**config.mk**
```make
export PLATFORM = sky130hd
export DESIGN_NAME = sorted_or_fifo_process_queue_flat
export DESIGN_NICKNAME = d
export VERILOG_FILES = /design/src/rtl/sopq_pkg.sv /design/src/rtl/sopq_if.sv /design/src/rtl/sorted_or_fifo_process_queue.sv /design/src/rtl/sopq_ram.sv /design/src/rtl/sopq_ctrl.sv /design/src/flat_wrapper.sv
export SDC_FILE = /design/constraint.sdc
export NUM_CORES = 2
export LEC_CHECK = 0
export CAP_MARGIN = 30
export CORE_MARGIN = 2
export CORE_UTILIZATION = 63
export CTS_CLUSTER_DIAMETER = 150
export CTS_CLUSTER_SIZE = 12
export DETAILED_ROUTE_END_ITERATION = 8
export DONT_BUFFER_PORTS = 1
export PLACE_DENSITY = 0.79
export SETUP_SLACK_MARGIN = 0.4
export SYNTH_ARGS = -nofsm -noshare
export SYNTH_HDL_FRONTEND = slang
export SYNTH_SLANG_ARGS = --single-unit
```
**constraint.sdc**
```tcl
create_clock -name clk -period 9.8 [get_ports clk]
set_input_delay 1.47 -clock clk [delete_from_list [all_inputs] [get_ports clk]]
set_output_delay 1.47 -clock clk [all_outputs]
set_load 0.01 [all_outputs]
```
**src/rtl/sopq_pkg.sv**
```systemverilog
package sopq_pkg;

    localparam int QUEUE_DEPTH_DEF = 64;
    localparam int PID_W           = 31;
    localparam int DIST_W          = 31;
    localparam int KIND_W          = 3;

    typedef enum logic [KIND_W-1:0] {
        KIND_PUSH     = 3'd0,
        KIND_POP      = 3'd1,
        KIND_DRAIN    = 3'd2,
        KIND_CLR_DIST = 3'd3,
        KIND_FIND     = 3'd4
    } kind_t;

    typedef enum logic [1:0] {
        ST_OK    = 2'd0,
        ST_EMPTY = 2'd1,
        ST_FULL  = 2'd2
    } status_t;

    typedef enum logic [2:0] {
        S_IDLE,
        S_SCAN,
        S_TAIL,
        S_RESP
    } state_t;

    typedef struct packed {
        status_t             status;
        logic [PID_W-1:0]    pid;
        logic [DIST_W-1:0]   distance;
        logic                entry_valid;
        logic                found;
        logic                last;
    } res_t;

endpackage

```
**src/rtl/sopq_if.sv**
```systemverilog
interface sopq_cmd_if;
    logic                          valid;
    logic                          ready;
    logic [sopq_pkg::KIND_W-1:0]   kind;
    logic [sopq_pkg::PID_W-1:0]    proc_id;
    logic [sopq_pkg::DIST_W-1:0]   stride_distance;

    modport source (output valid, output kind, output proc_id, output stride_distance,
                    input ready);
    modport sink (input valid, input kind, input proc_id, input stride_distance,
                  output ready);
endinterface

interface sopq_res_if;
    logic                          valid;
    logic                          ready;
    logic [1:0]                    status;
    logic [sopq_pkg::PID_W-1:0]    out_pid;
    logic [sopq_pkg::DIST_W-1:0]   out_distance;
    logic                          entry_valid;
    logic                          found;
    logic                          last;

    modport source (output valid, output status, output out_pid, output out_distance,
                    output entry_valid, output found, output last, input ready);
    modport sink (input valid, input status, input out_pid, input out_distance,
                  input entry_valid, input found, input last, output ready);
endinterface

```
**src/rtl/sorted_or_fifo_process_queue.sv**
```systemverilog
// Flow: push in FIFO mode, push to an empty or full queue and all other empty-queue items
//   go straight to the response; pop reads the head; find, distance reset and sorted push
//   scan every entry, one entry read per cycle, and sorted push then writes the tail.
// Throughput: one item at a time; a drain delivers one item per cycle while res is ready.
// Reset: rst_n is asynchronous, active low; the queue comes up empty in sorted mode.
module sorted_or_fifo_process_queue #(
    parameter int QUEUE_DEPTH = sopq_pkg::QUEUE_DEPTH_DEF
) (
    input  logic        clk,
    input  logic        rst_n,
    input  logic        cfg_we,
    input  logic        cfg_wdata,
    sopq_cmd_if.sink    cmd,
    sopq_res_if.source  res
);

    localparam int ADDR_W = $clog2(QUEUE_DEPTH);

    logic                          mode_reg;
    logic                          pid_we;
    logic                          dist_we;
    logic [ADDR_W-1:0]             wr_addr;
    logic [sopq_pkg::PID_W-1:0]    wr_pid;
    logic [sopq_pkg::DIST_W-1:0]   wr_dist;
    logic                          rd_en;
    logic [ADDR_W-1:0]             rd_addr;
    logic [sopq_pkg::PID_W-1:0]    rd_pid;
    logic [sopq_pkg::DIST_W-1:0]   rd_dist;

    always_ff @(posedge clk or negedge rst_n)
    begin
        if (!rst_n)
        begin
            mode_reg <= 1'b0;
        end
        else if (cfg_we)
        begin
            mode_reg <= cfg_wdata;
        end
    end

    sopq_ram #(
        .WIDTH (sopq_pkg::PID_W),
        .DEPTH (QUEUE_DEPTH)
    ) u_pid_ram (
        .clk   (clk),
        .we    (pid_we),
        .waddr (wr_addr),
        .wdata (wr_pid),
        .re    (rd_en),
        .raddr (rd_addr),
        .rdata (rd_pid)
    );

    sopq_ram #(
        .WIDTH (sopq_pkg::DIST_W),
        .DEPTH (QUEUE_DEPTH)
    ) u_dist_ram (
        .clk   (clk),
        .we    (dist_we),
        .waddr (wr_addr),
        .wdata (wr_dist),
        .re    (rd_en),
        .raddr (rd_addr),
        .rdata (rd_dist)
    );

    sopq_ctrl #(
        .QUEUE_DEPTH (QUEUE_DEPTH)
    ) u_ctrl (
        .clk     (clk),
        .rst_n   (rst_n),
        .mode    (mode_reg),
        .cmd     (cmd),
        .res     (res),
        .pid_we  (pid_we),
        .dist_we (dist_we),
        .wr_addr (wr_addr),
        .wr_pid  (wr_pid),
        .wr_dist (wr_dist),
        .rd_en   (rd_en),
        .rd_addr (rd_addr),
        .rd_pid  (rd_pid),
        .rd_dist (rd_dist)
    );

endmodule

```
**src/rtl/sopq_ram.sv**
```systemverilog
module sopq_ram #(
    parameter int WIDTH = sopq_pkg::PID_W,
    parameter int DEPTH = sopq_pkg::QUEUE_DEPTH_DEF
) (
    input  logic                       clk,
    input  logic                       we,
    input  logic [$clog2(DEPTH)-1:0]   waddr,
    input  logic [WIDTH-1:0]           wdata,
    input  logic                       re,
    input  logic [$clog2(DEPTH)-1:0]   raddr,
    output logic [WIDTH-1:0]           rdata
);

    logic [WIDTH-1:0] mem [DEPTH];
    logic [WIDTH-1:0] rdata_reg;

    always_ff @(posedge clk)
    begin
        if (we)
        begin
            mem[waddr] <= wdata;
        end
    end

    always_ff @(posedge clk)
    begin
        if (re)
        begin
            rdata_reg <= mem[raddr];
        end
    end

    assign rdata = rdata_reg;

endmodule

```
**src/rtl/sopq_ctrl.sv**
```systemverilog
module sopq_ctrl #(
    parameter int QUEUE_DEPTH = sopq_pkg::QUEUE_DEPTH_DEF
) (
    input  logic                               clk,
    input  logic                               rst_n,
    input  logic                               mode,
    sopq_cmd_if.sink                           cmd,
    sopq_res_if.source                         res,
    output logic                               pid_we,
    output logic                               dist_we,
    output logic [$clog2(QUEUE_DEPTH)-1:0]     wr_addr,
    output logic [sopq_pkg::PID_W-1:0]         wr_pid,
    output logic [sopq_pkg::DIST_W-1:0]        wr_dist,
    output logic                               rd_en,
    output logic [$clog2(QUEUE_DEPTH)-1:0]     rd_addr,
    input  logic [sopq_pkg::PID_W-1:0]         rd_pid,
    input  logic [sopq_pkg::DIST_W-1:0]        rd_dist
);

    localparam int ADDR_W = $clog2(QUEUE_DEPTH);
    localparam int CNT_W  = $clog2(QUEUE_DEPTH + 1);

    sopq_pkg::state_t                state_reg, state_next;
    logic [sopq_pkg::KIND_W-1:0]     op_kind_reg, op_kind_next;
    logic [sopq_pkg::PID_W-1:0]      op_pid_reg, op_pid_next;
    logic [sopq_pkg::DIST_W-1:0]     op_dist_reg, op_dist_next;
    logic [CNT_W-1:0]                count_reg, count_next;
    logic [ADDR_W-1:0]               head_reg, head_next;
    logic [CNT_W-1:0]                scan_len_reg, scan_len_next;
    logic [CNT_W-1:0]                rd_idx_reg, rd_idx_next;
    logic [CNT_W-1:0]                dat_idx_reg, dat_idx_next;
    logic                            dv_reg, dv_next;
    logic [sopq_pkg::PID_W-1:0]      carry_pid_reg, carry_pid_next;
    logic [sopq_pkg::DIST_W-1:0]     carry_dist_reg, carry_dist_next;
    logic                            carrying_reg, carrying_next;
    logic                            hit_reg, hit_next;
    sopq_pkg::res_t                  pend_reg, pend_next;
    sopq_pkg::res_t                  obuf_reg, obuf_next;
    logic                            ovld_reg, ovld_next;
    logic                            out_free;
    logic                            load_out;
    sopq_pkg::res_t                  load_res;
    logic                            consume;
    logic                            scan_done;

    function automatic logic [ADDR_W-1:0] phys(input logic [ADDR_W-1:0] head,
                                               input logic [CNT_W-1:0] idx);
        logic [CNT_W:0] s;
        s = (CNT_W+1)'(head) + (CNT_W+1)'(idx);
        if (s >= (CNT_W+1)'(QUEUE_DEPTH))
        begin
            s = s - (CNT_W+1)'(QUEUE_DEPTH);
        end
        return s[ADDR_W-1:0];
    endfunction

    function automatic sopq_pkg::res_t mk_res(input sopq_pkg::status_t st,
                                             input logic fnd);
        sopq_pkg::res_t r;
        r.status      = st;
        r.pid         = '0;
        r.distance    = '0;
        r.entry_valid = 1'b0;
        r.found       = fnd;
        r.last        = 1'b1;
        return r;
    endfunction

    assign out_free  = !ovld_reg || res.ready;
    assign cmd.ready = (state_reg == sopq_pkg::S_IDLE);

    assign res.valid       = ovld_reg;
    assign res.status      = obuf_reg.status;
    assign res.out_pid     = obuf_reg.pid;
    assign res.out_distance = obuf_reg.distance;
    assign res.entry_valid = obuf_reg.entry_valid;
    assign res.found       = obuf_reg.found;
    assign res.last        = obuf_reg.last;

    always_ff @(posedge clk or negedge rst_n)
    begin
        if (!rst_n)
        begin
            state_reg    <= sopq_pkg::S_IDLE;
            count_reg    <= '0;
            head_reg     <= '0;
            scan_len_reg <= '0;
            rd_idx_reg   <= '0;
            dat_idx_reg  <= '0;
            dv_reg       <= 1'b0;
            carrying_reg <= 1'b0;
            hit_reg      <= 1'b0;
            ovld_reg     <= 1'b0;
            op_kind_reg  <= '0;
        end
        else
        begin
            state_reg    <= state_next;
            count_reg    <= count_next;
            head_reg     <= head_next;
            scan_len_reg <= scan_len_next;
            rd_idx_reg   <= rd_idx_next;
            dat_idx_reg  <= dat_idx_next;
            dv_reg       <= dv_next;
            carrying_reg <= carrying_next;
            hit_reg      <= hit_next;
            ovld_reg     <= ovld_next;
            op_kind_reg  <= op_kind_next;
        end
    end

    always_ff @(posedge clk)
    begin
        op_pid_reg     <= op_pid_next;
        op_dist_reg    <= op_dist_next;
        carry_pid_reg  <= carry_pid_next;
        carry_dist_reg <= carry_dist_next;
        pend_reg       <= pend_next;
        obuf_reg       <= obuf_next;
    end

    always_comb
    begin
        state_next      = state_reg;
        op_kind_next    = op_kind_reg;
        op_pid_next     = op_pid_reg;
        op_dist_next    = op_dist_reg;
        count_next      = count_reg;
        head_next       = head_reg;
        scan_len_next   = scan_len_reg;
        rd_idx_next     = rd_idx_reg;
        dat_idx_next    = dat_idx_reg;
        dv_next         = dv_reg;
        carry_pid_next  = carry_pid_reg;
        carry_dist_next = carry_dist_reg;
        carrying_next   = carrying_reg;
        hit_next        = hit_reg;
        pend_next       = pend_reg;
        pid_we          = 1'b0;
        dist_we         = 1'b0;
        wr_addr         = phys(head_reg, dat_idx_reg);
        wr_pid          = op_pid_reg;
        wr_dist         = op_dist_reg;
        rd_en           = 1'b0;
        rd_addr         = phys(head_reg, rd_idx_reg);
        load_out        = 1'b0;
        load_res        = pend_reg;
        consume         = 1'b0;
        scan_done       = (dat_idx_reg == scan_len_reg - CNT_W'(1));

        case (state_reg)
            sopq_pkg::S_IDLE:
            begin
                if (cmd.valid)
                begin
                    op_kind_next  = cmd.kind;
                    op_pid_next   = cmd.proc_id;
                    op_dist_next  = cmd.stride_distance;
                    rd_idx_next   = '0;
                    dv_next       = 1'b0;
                    carrying_next = 1'b0;
                    hit_next      = 1'b0;
                    scan_len_next = count_reg;
                    state_next    = sopq_pkg::S_RESP;
                    pend_next     = mk_res(sopq_pkg::ST_OK, 1'b0);
                    case (cmd.kind)
                        sopq_pkg::KIND_PUSH:
                        begin
                            if (count_reg == CNT_W'(QUEUE_DEPTH))
                            begin
                                pend_next = mk_res(sopq_pkg::ST_FULL, 1'b0);
                            end
                            else if (mode || count_reg == '0)
                            begin
                                pid_we     = 1'b1;
                                dist_we    = 1'b1;
                                wr_addr    = phys(head_reg, count_reg);
                                wr_pid     = cmd.proc_id;
                                wr_dist    = cmd.stride_distance;
                                count_next = count_reg + CNT_W'(1);
                            end
                            else
                            begin
                                state_next = sopq_pkg::S_SCAN;
                            end
                        end
                        sopq_pkg::KIND_POP:
                        begin
                            if (count_reg == '0)
                            begin
                                pend_next = mk_res(sopq_pkg::ST_EMPTY, 1'b0);
                            end
                            else
                            begin
                                scan_len_next = CNT_W'(1);
                                state_next    = sopq_pkg::S_SCAN;
                            end
                        end
                        sopq_pkg::KIND_DRAIN:
                        begin
                            if (count_reg == '0)
                            begin
                                pend_next = mk_res(sopq_pkg::ST_EMPTY, 1'b0);
                            end
                            else
                            begin
                                state_next = sopq_pkg::S_SCAN;
                            end
                        end
                        sopq_pkg::KIND_CLR_DIST, sopq_pkg::KIND_FIND:
                        begin
                            if (count_reg != '0)
                            begin
                                state_next = sopq_pkg::S_SCAN;
                            end
                        end
                        default:
                        begin
                            state_next = sopq_pkg::S_RESP;
                        end
                    endcase
                end
            end

            sopq_pkg::S_SCAN:
            begin
                consume = dv_reg && ((op_kind_reg != sopq_pkg::KIND_DRAIN) || out_free);
                rd_en   = (rd_idx_reg < scan_len_reg) && (!dv_reg || consume);
                if (rd_en)
                begin
                    rd_idx_next  = rd_idx_reg + CNT_W'(1);
                    dat_idx_next = rd_idx_reg;
                    dv_next      = 1'b1;
                end
                else if (consume)
                begin
                    dv_next = 1'b0;
                end

                if (consume)
                begin
                    case (op_kind_reg)
                        sopq_pkg::KIND_PUSH:
                        begin
                            // shift the tail up one slot, one entry per cycle
                            if (carrying_reg)
                            begin
                                pid_we          = 1'b1;
                                dist_we         = 1'b1;
                                wr_pid          = carry_pid_reg;
                                wr_dist         = carry_dist_reg;
                                carry_pid_next  = rd_pid;
                                carry_dist_next = rd_dist;
                            end
                            else if (rd_dist > op_dist_reg)
                            begin
                                pid_we          = 1'b1;
                                dist_we         = 1'b1;
                                carry_pid_next  = rd_pid;
                                carry_dist_next = rd_dist;
                                carrying_next   = 1'b1;
                            end
                            if (scan_done)
                            begin
                                state_next = sopq_pkg::S_TAIL;
                            end
                        end
                        sopq_pkg::KIND_POP:
                        begin
                            pend_next.status      = sopq_pkg::ST_OK;
                            pend_next.pid         = rd_pid;
                            pend_next.distance    = rd_dist;
                            pend_next.entry_valid = 1'b1;
                            pend_next.found       = 1'b0;
                            pend_next.last        = 1'b1;
                            head_next             = phys(head_reg, CNT_W'(1));
                            count_next            = count_reg - CNT_W'(1);
                            state_next            = sopq_pkg::S_RESP;
                        end
                        sopq_pkg::KIND_DRAIN:
                        begin
                            load_out             = 1'b1;
                            load_res.status      = sopq_pkg::ST_OK;
                            load_res.pid         = rd_pid;
                            load_res.distance    = rd_dist;
                            load_res.entry_valid = 1'b1;
                            load_res.found       = 1'b0;
                            load_res.last        = scan_done;
                            if (scan_done)
                            begin
                                count_next = '0;
                                state_next = sopq_pkg::S_IDLE;
                            end
                        end
                        sopq_pkg::KIND_CLR_DIST:
                        begin
                            dist_we = 1'b1;
                            wr_dist = '0;
                            if (scan_done)
                            begin
                                pend_next  = mk_res(sopq_pkg::ST_OK, 1'b0);
                                state_next = sopq_pkg::S_RESP;
                            end
                        end
                        sopq_pkg::KIND_FIND:
                        begin
                            hit_next = hit_reg || (rd_pid == op_pid_reg);
                            if (scan_done)
                            begin
                                pend_next  = mk_res(sopq_pkg::ST_OK,
                                                    hit_reg || (rd_pid == op_pid_reg));
                                state_next = sopq_pkg::S_RESP;
                            end
                        end
                        default:
                        begin
                            state_next = sopq_pkg::S_IDLE;
                        end
                    endcase
                end
            end

            sopq_pkg::S_TAIL:
            begin
                pid_we     = 1'b1;
                dist_we    = 1'b1;
                wr_addr    = phys(head_reg, count_reg);
                wr_pid     = carrying_reg ? carry_pid_reg : op_pid_reg;
                wr_dist    = carrying_reg ? carry_dist_reg : op_dist_reg;
                count_next = count_reg + CNT_W'(1);
                pend_next  = mk_res(sopq_pkg::ST_OK, 1'b0);
                state_next = sopq_pkg::S_RESP;
            end

            sopq_pkg::S_RESP:
            begin
                if (out_free)
                begin
                    load_out   = 1'b1;
                    load_res   = pend_reg;
                    state_next = sopq_pkg::S_IDLE;
                end
            end

            default:
            begin
                state_next = sopq_pkg::S_IDLE;
            end
        endcase

        obuf_next = load_out ? load_res : obuf_reg;
        ovld_next = load_out ? 1'b1 : (res.ready ? 1'b0 : ovld_reg);
    end

`ifndef SYNTH
    a_dv_in_scan: assert property (@(posedge clk) disable iff (!rst_n)
        dv_reg |-> state_reg == sopq_pkg::S_SCAN)
        else $error("read data pending outside scan");

    a_count_bound: assert property (@(posedge clk) disable iff (!rst_n)
        count_reg <= CNT_W'(QUEUE_DEPTH))
        else $error("entry count beyond depth");

    a_drain_clears: assert property (@(posedge clk) disable iff (!rst_n)
        (state_reg == sopq_pkg::S_SCAN && load_out && load_res.last &&
         op_kind_reg == sopq_pkg::KIND_DRAIN) |=> count_reg == '0)
        else $error("drain left entries behind");

    a_tail_grows: assert property (@(posedge clk) disable iff (!rst_n)
        state_reg == sopq_pkg::S_TAIL |=> count_reg == $past(count_reg) + CNT_W'(1))
        else $error("sorted insert did not grow the queue");
`endif

endmodule

```
**src/flat_wrapper.sv**
```systemverilog
// flat-port wrapper written by rule: the top's interface ports become plain ports
module sorted_or_fifo_process_queue_flat 
#(
    parameter int QUEUE_DEPTH = sopq_pkg::QUEUE_DEPTH_DEF
)
  (clk, rst_n, cfg_we, cfg_wdata, cmd_valid, cmd_kind, cmd_proc_id, cmd_stride_distance, cmd_ready, res_valid, res_status, res_out_pid, res_out_distance, res_entry_valid, res_found, res_last, res_ready);
  sopq_cmd_if cmd_i ();
  sopq_res_if res_i ();
  input  logic clk;
  input  logic rst_n;
  input  logic cfg_we;
  input  logic cfg_wdata;
  input wire logic [$bits(cmd_i.valid)-1:0] cmd_valid;
  input wire logic [$bits(cmd_i.kind)-1:0] cmd_kind;
  input wire logic [$bits(cmd_i.proc_id)-1:0] cmd_proc_id;
  input wire logic [$bits(cmd_i.stride_distance)-1:0] cmd_stride_distance;
  output wire logic [$bits(cmd_i.ready)-1:0] cmd_ready;
  output wire logic [$bits(res_i.valid)-1:0] res_valid;
  output wire logic [$bits(res_i.status)-1:0] res_status;
  output wire logic [$bits(res_i.out_pid)-1:0] res_out_pid;
  output wire logic [$bits(res_i.out_distance)-1:0] res_out_distance;
  output wire logic [$bits(res_i.entry_valid)-1:0] res_entry_valid;
  output wire logic [$bits(res_i.found)-1:0] res_found;
  output wire logic [$bits(res_i.last)-1:0] res_last;
  input wire logic [$bits(res_i.ready)-1:0] res_ready;
  assign cmd_i.valid = cmd_valid;
  assign cmd_i.kind = cmd_kind;
  assign cmd_i.proc_id = cmd_proc_id;
  assign cmd_i.stride_distance = cmd_stride_distance;
  assign cmd_ready = cmd_i.ready;
  assign res_valid = res_i.valid;
  assign res_status = res_i.status;
  assign res_out_pid = res_i.out_pid;
  assign res_out_distance = res_i.out_distance;
  assign res_entry_valid = res_i.entry_valid;
  assign res_found = res_i.found;
  assign res_last = res_i.last;
  assign res_i.ready = res_ready;
  sorted_or_fifo_process_queue #(.QUEUE_DEPTH(QUEUE_DEPTH)) u_core (.clk(clk), .rst_n(rst_n), .cfg_we(cfg_we), .cfg_wdata(cfg_wdata), .cmd(cmd_i), .res(res_i));
endmodule
```
==> flow_metrics.tcl <==
set metrics [dict create \
    outcome "finished with violations" \
    violations "design-rule violations" \
    async_reset_ff_frac 0.0102 \
    cts-buffers-inserted 402 \
    final_hold_viol_count 0 \
    start_util 0.633 \
    crit_slowest_cell "nand2b_1" \
    hold_path_class "in -> async" \
    clock_sink_count 4331 \
    power_density_mw_per_mm2 346 \
    arrival_ns 6.90 \
    drt_iter0_markers 15200 \
    leakage_nw 57.4 \
    fin_util 0.704 \
    synth_top_family_by_area "multiplexers" \
    crit_start "u_core.u_ctrl.state_reg[0]$_DFFE_PN0P_" \
    clock_skew_ns 0.0573 \
    synth_cells 7280 \
    drc 2 \
    synth-edff-count 4287 \
    cp_num_cells 11 \
    ir_drop_mv 0.382 \
    tightest_slew_ns 1.12 \
    routed_via_density 7.57 \
    dpl_worst_slack_ns 3.53 \
    grt.total_usage 0.332 \
    first_pass_iters 9 \
    overflow 0 \
    cts_hold_buf 0 \
    r2r_cells 11 \
    relSlewSlack 0.246 \
    drv_slew 0 \
    sequentialPowerShare 0.400 \
    synth_compound_area_frac 0.0156 \
    antenna_found_initial 32 \
    startpoint_type "flop" \
    syn_nets 7415 \
    cts-resized-gates 0 \
    max_freq_mhz 159 \
    grt_pass1_wl_um 639000 \
    synth.most_common_cell "edfxtp_1" \
    yosys-top-cells-count "4287 x edfxtp_1, 1240 x mux4_2, 272 x clkbuf_1" \
    rows 189 \
    cts_max_level 5 \
    synth_seq_cells 4331 \
    endpoint "u_core.u_pid_ram.mem[53][18]$_DFFE_PP_" \
    clkTransAtPathRegs_ns 0.08 \
    io_pins 140 \
    cts_tree "built" \
    ys_seq_area_frac 0.773 \
    end_kind "flop" \
    tns_ns 0 \
    antenna_left 0 \
    grt_pass1_vias 85500 \
    grt_max_degree 148 \
    netlist_area_mm2 0.168 \
    clk_latency_ns 0.96 \
    drive_gt1_frac 0.295 \
    wire_per_inst_um 40.0 \
    critical_path.cell_chain "inv_1, ha_1, nand2_1, clkinv_2, o2111a_1, or3_1, a22o_1, nand3_2, nand2b_1, nor2_4, buf_16" \
    synthTopCellsByArea "edfxtp_1 77%, mux4_2 17%, dfrtp_1 0.66%" \
    combPwrFrac 0.385 \
    critPathMaxStageDelay_ns 0.84 \
    setup_viol 0 \
    pwr-share-clk 0.215 \
    p_sw_frac 0.349 \
    timing.rr.end "u_core.u_pid_ram.mem[53][18]$_DFFE_PP_" \
    dieArea_mm2 0.271 \
    synthAdderAreaFrac 0.00490 \
    finalNetCount 7752 \
    yosys_warnings 0 \
    synth.avg_cell_area_um2 23.1 \
    clockRootBuffer "clkbuf_16" \
    finalWirelength_um 449000 \
    cts_buffer_depth 4 \
    synth-xor-area-share 0.00308 \
    maxCapViolations 0 \
    layout_min_cycle_time_ns 6.31 \
    path_buf_inv 3 \
    gp_congestion 0.872 \
    ys_types 77 \
    critPathRequiredTime_ns 10.40 \
    vias 84900 \
    yosys.area_share.simple 0.0179 \
    dpl-instance-area_mm2 0.176 \
    p_int_w 0.0421 \
    synth-main-ff-cell "edfxtp_1" \
    r2r_slack_ns 3.49 \
    core_mm2 0.265 \
    design_area_mm2 0.187 \
    rsz0062_at_grt "false" \
    fin_ws_ns 3.49 \
    switchingPower_w 0.0226 \
    synth_top_area_share 0.767 \
    dp_hpwl_um 228000 \
    syn2layout_area_growth_pct 11.2 \
    fp.dieH_um 520 \
    port_buffers 0 \
    die_w_um 520 \
    crit_type "reg -> reg" \
    post-cts-setup-buffers 0 \
    synth_largest_area_cell "edfxtp_1" \
    finalCritPeriodShare 0.644 \
    rr_startpoint "u_core.u_ctrl.state_reg[0]$_DFFE_PN0P_" \
    path_max_fanout 33 \
    yosys-mux-area-fraction 0.175 \
    cp_top_family "simple AND/OR/NAND/NOR gates" \
]
## worst min-delay path by stage
stage	to	slack, ns	cells past startpoint
after floorplan	u_core.u_ctrl.carry_dist_reg[0]$_DFFE_PP_	0.44	0
after global placement	u_core.u_ctrl.carry_dist_reg[0]$_DFFE_PP_	0.47	0
after detailed placement	u_core.u_ctrl.carry_dist_reg[0]$_DFFE_PP_	0.48	0
after CTS	u_core.u_ctrl.head_reg[1]$_DFFE_PN0P_	0.20	0
after global routing	u_core.u_ctrl.op_kind_reg[2]$_DFFE_PN0P_	0.22	0
final	u_core.u_ctrl.head_reg[2]$_DFFE_PN0P_	0.23	0
## metrics by stage
step | std cells | power [W] | hold WS (ns)
floorplan | 7280 | 0.0413 | 0.441
global placement | 10700 | 0.0485 | 0.469
detailed placement | 10700 | 0.0495 | 0.475
CTS | 11200 | 0.0641 | 0.196
global route | 11200 | 0.0663 | 0.219
finish | 11200 | 0.0647 | 0.235
## cell usage in the layout, fill, tap and decap left out, drive strengths merged, types with 72 or more instances in the layout
| cell | netlist | routed |
|---|---|---|
| clkbuf | 272 | 457 |
| nand2 | 166 | 166 |
| edfxtp | 4287 | 4287 |
| buf | 107 | 307 |
| mux4 | 1240 | 1240 |
| mux2i | 76 | 76 |
| nor2 | 151 | 151 |
| a211oi | 72 | 72 |
| o21ai | 95 | 95 |
| a21oi | 109 | 109 |
## cell families after synthesis
family,count (synthesis)
compound gates,406
xor+xnor,59
fa+ha+maj,64
buf+inv,436
flops,4331
mux,1381
simple gates,603
## area by class of cell
cell class / count / area [um2]
sequential: 4331 / 130000
fill: 13600 / 78300
multi-input combinational: 2513 / 38100
clock buffer: 452 / 10400
tap: 3533 / 4420
timing repair buffer: 312 / 3630
inverter: 57 / 216
clock inverter: 6 / 71.3
antenna: 13 / 32.5
## worst register-to-register path, stage by stage, from the launching register on
cell and delay (ns):
dfrtp_1 0.44, inv_1 0.14, ha_1 0.60, nand2_1 0.28, clkinv_2 0.46, o2111a_1 0.62, or3_1 0.41, a22o_1 0.47
nand3_2 0.60, nand2b_1 0.84, nor2_4 0.85, buf_16 0.27
## layer usage
metal	wire length, um	global-route usage	vias to the layer above
li1	-	-	31400
met1	151000	0.454	44400
met2	220000	0.530	7947
met3	62500	0.0949	1171
met4	15000	0.0981	22
met5	154	0	-
## power groups by stage
stage,sequential [W],combinational (W),clock (W)
floorplan,0.0265,0.0148,0
global placement,0.0261,0.0223,0
detailed placement,0.0262,0.0233,0
CTS,0.0259,0.0243,0.0139
global route,0.0260,0.0258,0.0145
finish,0.0259,0.0249,0.0139
No activity file was read; power rests on OpenSTA's default activity.
